<file path="src/hdl/bmp_to_rgb565_stream_unit_defines.svh">
// Assertion macros shared by the BMP to RGB565 stream unit.
// Needs signals clk and arst_n in the scope where a macro is used.
`ifndef BMP_TO_RGB565_STREAM_UNIT_DEFINES_SVH
`define BMP_TO_RGB565_STREAM_UNIT_DEFINES_SVH

// Same-cycle implication, checked outside reset
`define BMPR_ASSERT_IMPL(lbl, ante, cons, msg) \
	lbl: assert property (@(posedge clk) disable iff (!arst_n) (ante) |-> (cons)) \
		else $error(msg);

// Next-cycle implication, checked outside reset
`define BMPR_ASSERT_NEXT(lbl, ante, cons, msg) \
	lbl: assert property (@(posedge clk) disable iff (!arst_n) (ante) |=> (cons)) \
		else $error(msg);

`endif

</file>
<file path="src/hdl/bmpr_pkg.sv">
// Shared types, codes and constants of the BMP to RGB565 stream unit.
// No dependencies.
package bmpr_pkg;

	// Parse phase
	typedef enum logic [1:0] {
		PH_HEADER,
		PH_SKIP,
		PH_PIXELS,
		PH_DONE
	} phase_t;

	// Result kind codes
	typedef logic [1:0] kind_t;
	localparam kind_t KIND_HEADER     = 2'd0;
	localparam kind_t KIND_PIXEL      = 2'd1;
	localparam kind_t KIND_BAD_FORMAT = 2'd2;

	// Header byte positions
	localparam logic [5:0] HB_OFFSET = 6'd10;
	localparam logic [5:0] HB_WIDTH  = 6'd18;
	localparam logic [5:0] HB_HEIGHT = 6'd22;
	localparam logic [5:0] HB_DEPTH  = 6'd28;
	localparam logic [5:0] HDR_LAST  = 6'd53;
	localparam logic [31:0] HDR_LEN  = 32'd54;

	// Supported bits per pixel
	localparam logic [15:0] DEPTH_24 = 16'd24;
	localparam logic [15:0] DEPTH_16 = 16'd16;

	// RGB565 packing masks
	localparam logic [7:0] RED_BLUE_MASK = 8'hF8;
	localparam logic [7:0] GREEN_MASK    = 8'hFC;

	// One input byte transfer
	typedef struct packed {
		logic [7:0] file_byte;
		logic       first_byte;
	} in_item_t;

	// One result transfer
	typedef struct packed {
		kind_t       kind;
		logic [15:0] image_width;
		logic [15:0] image_height;
		logic [15:0] pixel;
		logic        last_pixel;
	} result_t;

endpackage

</file>
<file path="src/hdl/bmpr_in_stage.sv">
// Input register of the BMP to RGB565 stream unit.
// Uses bmpr_pkg.
module bmpr_in_stage (
	input  logic               clk,
	input  logic               arst_n,
	input  logic               byte_valid,
	output logic               byte_stall,
	input  logic [7:0]         file_byte,
	input  logic               first_byte,
	input  logic               advance,
	output logic               valid_s1,
	output bmpr_pkg::in_item_t item_s1
);

	logic take;

	// Hold while a registered byte cannot move on
	assign byte_stall = valid_s1 && !advance;
	assign take       = byte_valid && !byte_stall;

	always_ff @(posedge clk or negedge arst_n) begin
		if (!arst_n) begin
			valid_s1 <= 1'b0;
		end else if (!byte_stall) begin
			valid_s1 <= byte_valid;
		end
	end

	always_ff @(posedge clk) begin
		if (take) begin
			item_s1.file_byte  <= file_byte;
			item_s1.first_byte <= first_byte;
		end
	end

endmodule

</file>
<file path="src/hdl/bmpr_parser.sv">
// Header capture, offset skip and pixel packing of the BMP stream.
// Uses bmpr_pkg and bmp_to_rgb565_stream_unit_defines.svh.
`include "bmp_to_rgb565_stream_unit_defines.svh"

module bmpr_parser (
	input  logic               clk,
	input  logic               arst_n,
	input  logic               fire,
	input  bmpr_pkg::in_item_t item,
	output logic               res_valid,
	output bmpr_pkg::result_t  res
);

	bmpr_pkg::phase_t phase_q, cur_phase, nxt_phase;
	logic [5:0]  hdr_cnt_q, cur_cnt, nxt_cnt;
	logic [15:0] width_q, cur_width, nxt_width;
	logic [15:0] height_q, cur_height, nxt_height;
	logic [31:0] offset_q, cur_offset, nxt_offset;
	logic [15:0] depth_q, cur_depth, nxt_depth;
	logic [31:0] fpos_q, cur_fpos, nxt_fpos;
	logic [15:0] col_q, cur_col, nxt_col;
	logic [15:0] row_q, cur_row, nxt_row;
	logic [17:0] row_pos_q, cur_row_pos, nxt_row_pos;
	logic [15:0] hold_q, cur_hold, nxt_hold;
	logic [1:0]  bip_q, cur_bip, nxt_bip;
	logic [17:0] row_len_q, nxt_row_len;
	logic [17:0] padded_q, nxt_padded;

	logic        start;
	logic        is24;
	logic        res_hit;
	logic [31:0] offs_fix;
	logic [17:0] len_calc;
	logic [17:0] pos1;
	logic [1:0]  bip_last;
	logic [7:0]  red, grn, blu;
	logic [15:0] color;
	logic        last_hit;
	logic        ended;

	// A first byte restarts the parse from a cleared view
	assign start       = item.first_byte;
	assign cur_phase   = start ? bmpr_pkg::PH_HEADER : phase_q;
	assign cur_cnt     = start ? '0 : hdr_cnt_q;
	assign cur_width   = start ? '0 : width_q;
	assign cur_height  = start ? '0 : height_q;
	assign cur_offset  = start ? '0 : offset_q;
	assign cur_depth   = start ? '0 : depth_q;
	assign cur_fpos    = start ? '0 : fpos_q;
	assign cur_col     = start ? '0 : col_q;
	assign cur_row     = start ? '0 : row_q;
	assign cur_row_pos = start ? '0 : row_pos_q;
	assign cur_hold    = start ? '0 : hold_q;
	assign cur_bip     = start ? '0 : bip_q;

	assign is24     = (cur_depth == bmpr_pkg::DEPTH_24);
	assign offs_fix = (cur_offset < bmpr_pkg::HDR_LEN) ? bmpr_pkg::HDR_LEN : cur_offset;
	// Row data length: width times 2 or 3 bytes
	assign len_calc = {1'b0, cur_width, 1'b0} + (is24 ? {2'b00, cur_width} : 18'd0);
	assign pos1     = cur_row_pos + 18'd1;
	assign bip_last = is24 ? 2'd2 : 2'd1;

	// Pixel packing: BGR888 to RGB565, or little-endian word pass-through
	assign red   = item.file_byte & bmpr_pkg::RED_BLUE_MASK;
	assign grn   = cur_hold[15:8] & bmpr_pkg::GREEN_MASK;
	assign blu   = cur_hold[7:0] & bmpr_pkg::RED_BLUE_MASK;
	assign color = is24 ? {red[7:3], grn[7:2], blu[7:3]} : {item.file_byte, cur_hold[7:0]};
	assign last_hit = ({1'b0, cur_row} + 17'd1 == {1'b0, cur_height}) &&
	                  ({1'b0, cur_col} + 17'd1 == {1'b0, cur_width});

	// Next state and result for the byte in stage 1
	always_comb begin
		nxt_phase   = cur_phase;
		nxt_cnt     = cur_cnt;
		nxt_width   = cur_width;
		nxt_height  = cur_height;
		nxt_offset  = cur_offset;
		nxt_depth   = cur_depth;
		nxt_fpos    = cur_fpos;
		nxt_col     = cur_col;
		nxt_row     = cur_row;
		nxt_row_pos = cur_row_pos;
		nxt_hold    = cur_hold;
		nxt_bip     = cur_bip;
		nxt_row_len = start ? '0 : row_len_q;
		nxt_padded  = start ? '0 : padded_q;
		res_hit     = 1'b0;
		res         = '0;
		ended       = 1'b0;
		case (cur_phase)
			bmpr_pkg::PH_HEADER: begin
				case (cur_cnt)
					bmpr_pkg::HB_OFFSET:         nxt_offset[7:0]   = item.file_byte;
					bmpr_pkg::HB_OFFSET + 6'd1:  nxt_offset[15:8]  = item.file_byte;
					bmpr_pkg::HB_OFFSET + 6'd2:  nxt_offset[23:16] = item.file_byte;
					bmpr_pkg::HB_OFFSET + 6'd3:  nxt_offset[31:24] = item.file_byte;
					bmpr_pkg::HB_WIDTH:          nxt_width[7:0]    = item.file_byte;
					bmpr_pkg::HB_WIDTH + 6'd1:   nxt_width[15:8]   = item.file_byte;
					bmpr_pkg::HB_HEIGHT:         nxt_height[7:0]   = item.file_byte;
					bmpr_pkg::HB_HEIGHT + 6'd1:  nxt_height[15:8]  = item.file_byte;
					bmpr_pkg::HB_DEPTH:          nxt_depth[7:0]    = item.file_byte;
					bmpr_pkg::HB_DEPTH + 6'd1:   nxt_depth[15:8]   = item.file_byte;
					default: ;
				endcase
				nxt_cnt  = cur_cnt + 6'd1;
				nxt_fpos = cur_fpos + 32'd1;
				// Last header byte: report and pick the next phase
				if (cur_cnt == bmpr_pkg::HDR_LAST) begin
					res_hit            = 1'b1;
					res.image_width    = cur_width;
					res.image_height   = cur_height;
					if (cur_depth != bmpr_pkg::DEPTH_24 && cur_depth != bmpr_pkg::DEPTH_16) begin
						res.kind  = bmpr_pkg::KIND_BAD_FORMAT;
						nxt_phase = bmpr_pkg::PH_DONE;
					end else begin
						res.kind    = bmpr_pkg::KIND_HEADER;
						nxt_offset  = offs_fix;
						nxt_row_len = len_calc;
						nxt_padded  = (len_calc + 18'd3) & ~18'd3;
						if (cur_width == '0 || cur_height == '0) begin
							nxt_phase = bmpr_pkg::PH_DONE;
						end else if (nxt_fpos >= offs_fix) begin
							nxt_phase = bmpr_pkg::PH_PIXELS;
						end else begin
							nxt_phase = bmpr_pkg::PH_SKIP;
						end
					end
				end
			end
			bmpr_pkg::PH_SKIP: begin
				nxt_fpos = cur_fpos + 32'd1;
				if (nxt_fpos >= cur_offset) begin
					nxt_phase = bmpr_pkg::PH_PIXELS;
				end
			end
			bmpr_pkg::PH_PIXELS: begin
				nxt_row_pos = pos1;
				if (cur_row_pos < row_len_q) begin
					if (cur_bip < bip_last) begin
						if (cur_bip == 2'd0) begin
							nxt_hold[7:0] = item.file_byte;
						end else begin
							nxt_hold[15:8] = item.file_byte;
						end
						nxt_bip = cur_bip + 2'd1;
					end else begin
						res_hit   = 1'b1;
						res.kind  = bmpr_pkg::KIND_PIXEL;
						res.pixel = color;
						nxt_hold  = '0;
						nxt_bip   = '0;
						if (last_hit) begin
							res.last_pixel = 1'b1;
							nxt_phase      = bmpr_pkg::PH_DONE;
							ended          = 1'b1;
						end else begin
							nxt_col = cur_col + 16'd1;
						end
					end
				end
				// End of padded row
				if (!ended && pos1 >= padded_q) begin
					nxt_row_pos = '0;
					nxt_col     = '0;
					nxt_row     = cur_row + 16'd1;
				end
			end
			default: ;
		endcase
	end

	assign res_valid = fire && res_hit;

	// Parse state, updated on every byte transfer out of stage 1
	always_ff @(posedge clk or negedge arst_n) begin
		if (!arst_n) begin
			phase_q   <= bmpr_pkg::PH_HEADER;
			hdr_cnt_q <= '0;
			width_q   <= '0;
			height_q  <= '0;
			offset_q  <= '0;
			depth_q   <= '0;
			fpos_q    <= '0;
			col_q     <= '0;
			row_q     <= '0;
			row_pos_q <= '0;
			hold_q    <= '0;
			bip_q     <= '0;
			row_len_q <= '0;
			padded_q  <= '0;
		end else if (fire) begin
			phase_q   <= nxt_phase;
			hdr_cnt_q <= nxt_cnt;
			width_q   <= nxt_width;
			height_q  <= nxt_height;
			offset_q  <= nxt_offset;
			depth_q   <= nxt_depth;
			fpos_q    <= nxt_fpos;
			col_q     <= nxt_col;
			row_q     <= nxt_row;
			row_pos_q <= nxt_row_pos;
			hold_q    <= nxt_hold;
			bip_q     <= nxt_bip;
			row_len_q <= nxt_row_len;
			padded_q  <= nxt_padded;
		end
	end

	`BMPR_ASSERT_IMPL(a_pixel_no_dims, res_valid && res.kind == bmpr_pkg::KIND_PIXEL, res.image_width == '0 && res.image_height == '0, "pixel result carries header dimensions")
	`BMPR_ASSERT_NEXT(a_last_ends_image, res_valid && res.last_pixel, phase_q == bmpr_pkg::PH_DONE, "parse not done after last pixel")
	`BMPR_ASSERT_IMPL(a_header_count, phase_q == bmpr_pkg::PH_HEADER, hdr_cnt_q <= bmpr_pkg::HDR_LAST, "header count ran past header end")
	`BMPR_ASSERT_IMPL(a_row_pos_bound, phase_q == bmpr_pkg::PH_PIXELS, row_pos_q < padded_q, "row position beyond padded row length")

endmodule

</file>
<file path="src/hdl/bmpr_out_stage.sv">
// Result register of the BMP to RGB565 stream unit.
// Uses bmpr_pkg.
module bmpr_out_stage (
	input  logic              clk,
	input  logic              arst_n,
	input  logic              res_valid,
	input  bmpr_pkg::result_t res,
	input  logic              result_stall,
	output logic              advance,
	output logic              result_valid,
	output bmpr_pkg::result_t result_q
);

	// Slot is free when empty or being drained this cycle
	assign advance = !result_valid || !result_stall;

	always_ff @(posedge clk or negedge arst_n) begin
		if (!arst_n) begin
			result_valid <= 1'b0;
		end else if (advance) begin
			result_valid <= res_valid;
		end
	end

	always_ff @(posedge clk) begin
		if (advance && res_valid) begin
			result_q <= res;
		end
	end

endmodule

</file>
<file path="src/hdl/bmp_to_rgb565_stream_unit.sv">
// BMP to RGB565 stream unit: takes one file byte per transfer and sustains one byte per
// clock while result_stall is low; each byte passes an input register and the parse
// logic into a result register, where its result is offered. While a result waits on
// result_stall, the byte behind it stays in the input register and byte_stall is raised.
// The byte rate is set by the single pass of header capture, skip counting and pixel
// packing done per byte. At most one result comes from a byte: the header (kind 0) or
// format error (kind 2) at header byte 53, and one RGB565 pixel (kind 1) when the last
// byte of a pixel arrives.
// Uses bmpr_pkg, bmpr_in_stage, bmpr_parser, bmpr_out_stage.
module bmp_to_rgb565_stream_unit (
	input  logic        clk,
	input  logic        arst_n,
	input  logic        byte_valid,
	output logic        byte_stall,
	input  logic [7:0]  file_byte,
	input  logic        first_byte,
	output logic        result_valid,
	input  logic        result_stall,
	output logic [1:0]  kind,
	output logic [15:0] image_width,
	output logic [15:0] image_height,
	output logic [15:0] pixel,
	output logic        last_pixel
);

	logic               advance;
	logic               valid_s1;
	logic               fire;
	logic               res_valid;
	bmpr_pkg::in_item_t item_s1;
	bmpr_pkg::result_t  res;
	bmpr_pkg::result_t  result_q;

	bmpr_in_stage u_in (
		.clk        (clk),
		.arst_n     (arst_n),
		.byte_valid (byte_valid),
		.byte_stall (byte_stall),
		.file_byte  (file_byte),
		.first_byte (first_byte),
		.advance    (advance),
		.valid_s1   (valid_s1),
		.item_s1    (item_s1)
	);

	// Stage 1 byte is consumed whenever the result slot can take its outcome
	assign fire = valid_s1 && advance;

	bmpr_parser u_parse (
		.clk       (clk),
		.arst_n    (arst_n),
		.fire      (fire),
		.item      (item_s1),
		.res_valid (res_valid),
		.res       (res)
	);

	bmpr_out_stage u_out (
		.clk          (clk),
		.arst_n       (arst_n),
		.res_valid    (res_valid),
		.res          (res),
		.result_stall (result_stall),
		.advance      (advance),
		.result_valid (result_valid),
		.result_q     (result_q)
	);

	assign kind         = result_q.kind;
	assign image_width  = result_q.image_width;
	assign image_height = result_q.image_height;
	assign pixel        = result_q.pixel;
	assign last_pixel   = result_q.last_pixel;

endmodule
</file>
<file path="config.mk">
export PLATFORM = sky130hd
export DESIGN_NAME = bmp_to_rgb565_stream_unit
export DESIGN_NICKNAME = d
export VERILOG_FILES = /design/src/hdl/bmpr_pkg.sv /design/src/hdl/bmpr_in_stage.sv /design/src/hdl/bmpr_parser.sv /design/src/hdl/bmpr_out_stage.sv /design/src/hdl/bmp_to_rgb565_stream_unit.sv
export VERILOG_INCLUDE_DIRS = /design/src /design/src/hdl
export SDC_FILE = /design/constraint.sdc
export NUM_CORES = 1
export LEC_CHECK = 0
export ABC_AREA = 1
export BUFFER_PORTS_ARGS = -buffer_cell sky130_fd_sc_hd__buf_4
export CAP_MARGIN = 20
export CORE_UTILIZATION = 55
export DETAILED_ROUTE_END_ITERATION = 7
export PLACE_DENSITY = 0.75
export SYNTH_ARGS = -nofsm -noshare
export SYNTH_HDL_FRONTEND = slang
export SYNTH_SLANG_ARGS = --single-unit
</file>
<file path="constraint.sdc">
create_clock -name clk -period 5.3 [get_ports clk]
set_input_delay 0.795 -clock clk [delete_from_list [all_inputs] [get_ports clk]]
set_output_delay 0.795 -clock clk [all_outputs]
set_load 0.01 [all_outputs]
</file>
==> flow_summary.yaml <==
logic_synthesis:
  syn-num-nets: 3086
  ys_seq_area_share_pct: 35.72
  synth_edf_count: 60
  ys_warn_count: 0
  async_flop_share_pct: 78.87
  syn_area_mm2: 0.02073
  synthFlopType: "dfrtp_1"
  synth.avg_cell_area_um2: 7.034
  ys_ff_latch: 284
  synth_cell_types: 61
  postSynthCellCount: 2948
timing:
  tightestPinTransition_ns: 0.9450
  tns_ns: 0
  drv_slew: 0
  setup_viol: 0
  post-route-min-period_ns: 4.704
  finClkSkew_ns: 0.01766
  rsz0062_at_grt: "false"
  hold_viol: 0
  max_freq_ghz: 0.2126
  fin_ws_ns: 0.5960
  slew_headroom_pct: 36.65
  hold_ws_ns: 0.2529
  post-route-period-util_pct: 88.76
power_and_ir_drop:
  power.switching_uw: 2176
  seqPwrFrac_pct: 38.2
  sw_frac_of_total_pct: 33.11
  p_leak_uw: 0.01070
  power.internal_uw: 4397
  vdd_drop_max_mv: 0.2357
  clkPwrFrac_pct: 39.3
  p_comb_share_pct: 22.5
  powerDensity_mw_per_mm2: 288.0
clock_tree:
  cts_hold_buf: 0
  clk_path_buf_depth: 3
  htree_levels: 2
  cts_resized: 0
  cts_root_buf: "clkbuf_16"
  clkSlewWorstSetupHoldPaths_ns: 0.06
  cts_buffers: 35
  cts_setup_buffers: 0
  insertion_delay_ns: 0.57
  tritoncts: "yes"
  numClockSinks: 284
floorplan:
  io_pins: 66
  core_area_mm2: 0.03687
  initial_utilization_pct: 56.23
  die_x_um: 196.2
  die_y_um: 196.2
  rows: 70
  dieArea_mm2: 0.03848
cells_and_area:
  fill_cells: 3377
  mostFrequentLayoutCell: "nand2_1"
  final_cell_mix: "nand2_1, inv_1, nor2_1"
  antennaDiodeCount: 0
  areaGrowthSynthToFinish_pct: 10.06
  drive_gt1_share_pct: 8.672
  nNetsFinal: 3109
  stdcell_count: 3502
global_routing:
  grt_pass1_wl_mm: 98.33
  first_global_vias: 18830
  antenna_found_initial: 0
  grt_util_all_layers_pct: 32.31
  grt_max_degree: 103
  overflow: 0
drt:
  drt_wl_total_mm: 60.97
  ant_nets: 0
  drc: 0
  vias_per_cell: 5.659
  drt_iter0_markers: 1815
  dr_total_vias: 19820
  dr.pass1.iters: 6
  wire_per_inst_um: 17.41
placement:
  port_buffers: 65
  hpwl_mm: 43.40
  place_congestion: 0.9699
  placed_cells: 3438
  post-place-ws_ns: 0.5525
worst_setup_path:
  setup.worst_path.start_class: "flip-flop"
  path_max_fanout: 58
  critPathArrivalTime_ns: 5.16
  required_ns: 5.75
  worstSetupPathType: "flip-flop to flip-flop"
  worstSetupEndpointType: "flip-flop"
flow_run:
  maxCapViolCount: 0
min_path:
  hold_class: "primary input to asynchronous set/reset pin"
outcome:
  status: "completed"
[state kept, by name, indices dropped and copies added (netlist names), 18 cells and up]
name,count
u_parse.fpos_q,32
u_parse.row_pos_q,18
u_parse.offset_q,32
u_parse.padded_q,18
u_parse.row_len_q,18
u_out.result_q,51
[cell usage after synthesis, types with 3 or more instances]
cell type / n / area (um2)
xor2_1: 48 / 420.4
o21ai_1: 13 / 65.06
a21oi_1: 192 / 960.9
o211ai_1: 19 / 142.6
nor3_2: 6 / 60.06
clkbuf_1: 69 / 259.0
o22ai_1: 13 / 81.33
nor2_4: 9 / 101.4
buf_2: 13 / 65.06
nor3_1: 30 / 150.1
buf_1: 9 / 33.78
nand2_1: 656 / 2462
edfxtp_1: 60 / 1802
o21ai_0: 263 / 1316
nor4_1: 18 / 112.6
o21bai_1: 3 / 22.52
o32ai_1: 3 / 26.28
buf_6: 14 / 157.7
inv_2: 13 / 48.80
nand2_2: 24 / 150.1
a21oi_2: 11 / 96.34
o21a_1: 3 / 22.52
nor2_1: 380 / 1426
nor3_4: 3 / 48.80
inv_1: 429 / 1610
a31oi_1: 7 / 43.79
o31ai_1: 5 / 37.54
a211oi_1: 9 / 67.56
xnor2_1: 17 / 148.9
ha_1: 124 / 1551
dfrtp_1: 224 / 5605
nand3_2: 3 / 30.03
nor2_2: 25 / 156.4
nand4_1: 49 / 306.5
or2_2: 4 / 25.02
nand3b_1: 9 / 67.56
nand3_1: 139 / 695.7
[per-stage QoR]
step	total power (uW)	cell area, um2	utilization [%]
3_5_place_dp	3993	21590	58.55
2_1_floorplan	3578	20740	-
3_3_place_gp	3949	21590	58.55
6_report	6573	22820	61.89
5_1_grt	6884	22820	61.89
4_1_cts	6584	22820	61.88
[path summary, 6_finish.rpt]
path | start | to | slack (ns) | depth (start not counted)
min in group clk | file_byte[0] | u_in.item_s1[1] | 0.40 | 1
max | u_in.item_s1[0] | u_parse.row_q[3] | 0.60 | 24
min reg2reg | u_parse.depth_q[0] | u_parse.depth_q[0] | 0.48 | 2
max in group asynchronous | arst_n | u_parse.phase_q[0] | 3.86 | 2
max reg2reg | u_in.item_s1[0] | u_parse.row_q[3] | 0.60 | 24
min | arst_n | u_parse.row_len_q[13] | 0.25 | 1
[power groups by stage]
| stage | Clock, uW | Combinational (uW) | Sequential (uW) |
|---|---|---|---|
| after floorplan | 0 | 1060 | 2520 |
| after global placement | 0 | 1410 | 2540 |
| after detailed placement | 0 | 1440 | 2550 |
| after CTS | 2620 | 1450 | 2510 |
| after global routing | 2700 | 1660 | 2530 |
| final | 2580 | 1480 | 2510 |
[area by class of cell]
cell class	count	area [um2]	area share, %
clock buffers	45	973.4	4.266
clock inverters	19	256.5	1.124
repair buffers	95	770.7	3.377
multi-input cells	2112	11110	48.70
inverters	443	1668	7.309
well taps	504	630.6	2.763
flip-flops and latches	284	7407	32.46
[worst max-delay path: stages (launching register included)]
cell,delay [ns]
edfxtp_1,0.45
buf_12,0.24
nor2_2,0.25
nand3_1,0.15
nor3_2,0.18
nand2_1,0.08
nor2_1,0.15
nand2_1,0.08
nor2_1,0.24
nand2_1,0.15
nor3_2,0.19
xor2_1,0.17
inv_1,0.08
ha_1,0.29
nand2_1,0.06
o21ai_0,0.17
a21oi_1,0.07
o21ai_0,0.18
nand2_1,0.07
nand3_1,0.35
nand3_1,0.18
nor2_2,0.50
nand2_1,0.11
nand2_1,0.09
nand2_1,0.05
[metal layers]
layer / up-vias / global-route usage [%] / routed length (um)
li1: 9616 / - / -
met1: 9255 / 42.34 / 25940
met2: 793 / 52.93 / 27830
met3: 154 / 5.037 / 4772
met4: 0 / 14.15 / 2425
met5: - / 0 / 0
[cells by family after synthesis]
kind of cell / after synthesis / synth area share (%)
buffers and inverters: 552 / 10.75
XOR/XNOR: 66 / 2.824
adder cells (fa/ha/maj): 125 / 7.579
AO/OA/AOI/OAI: 555 / 14.51
flip-flops: 284 / 35.72
AND/OR/NAND/NOR: 1366 / 28.61
Power figures use the tool's default switching activity.
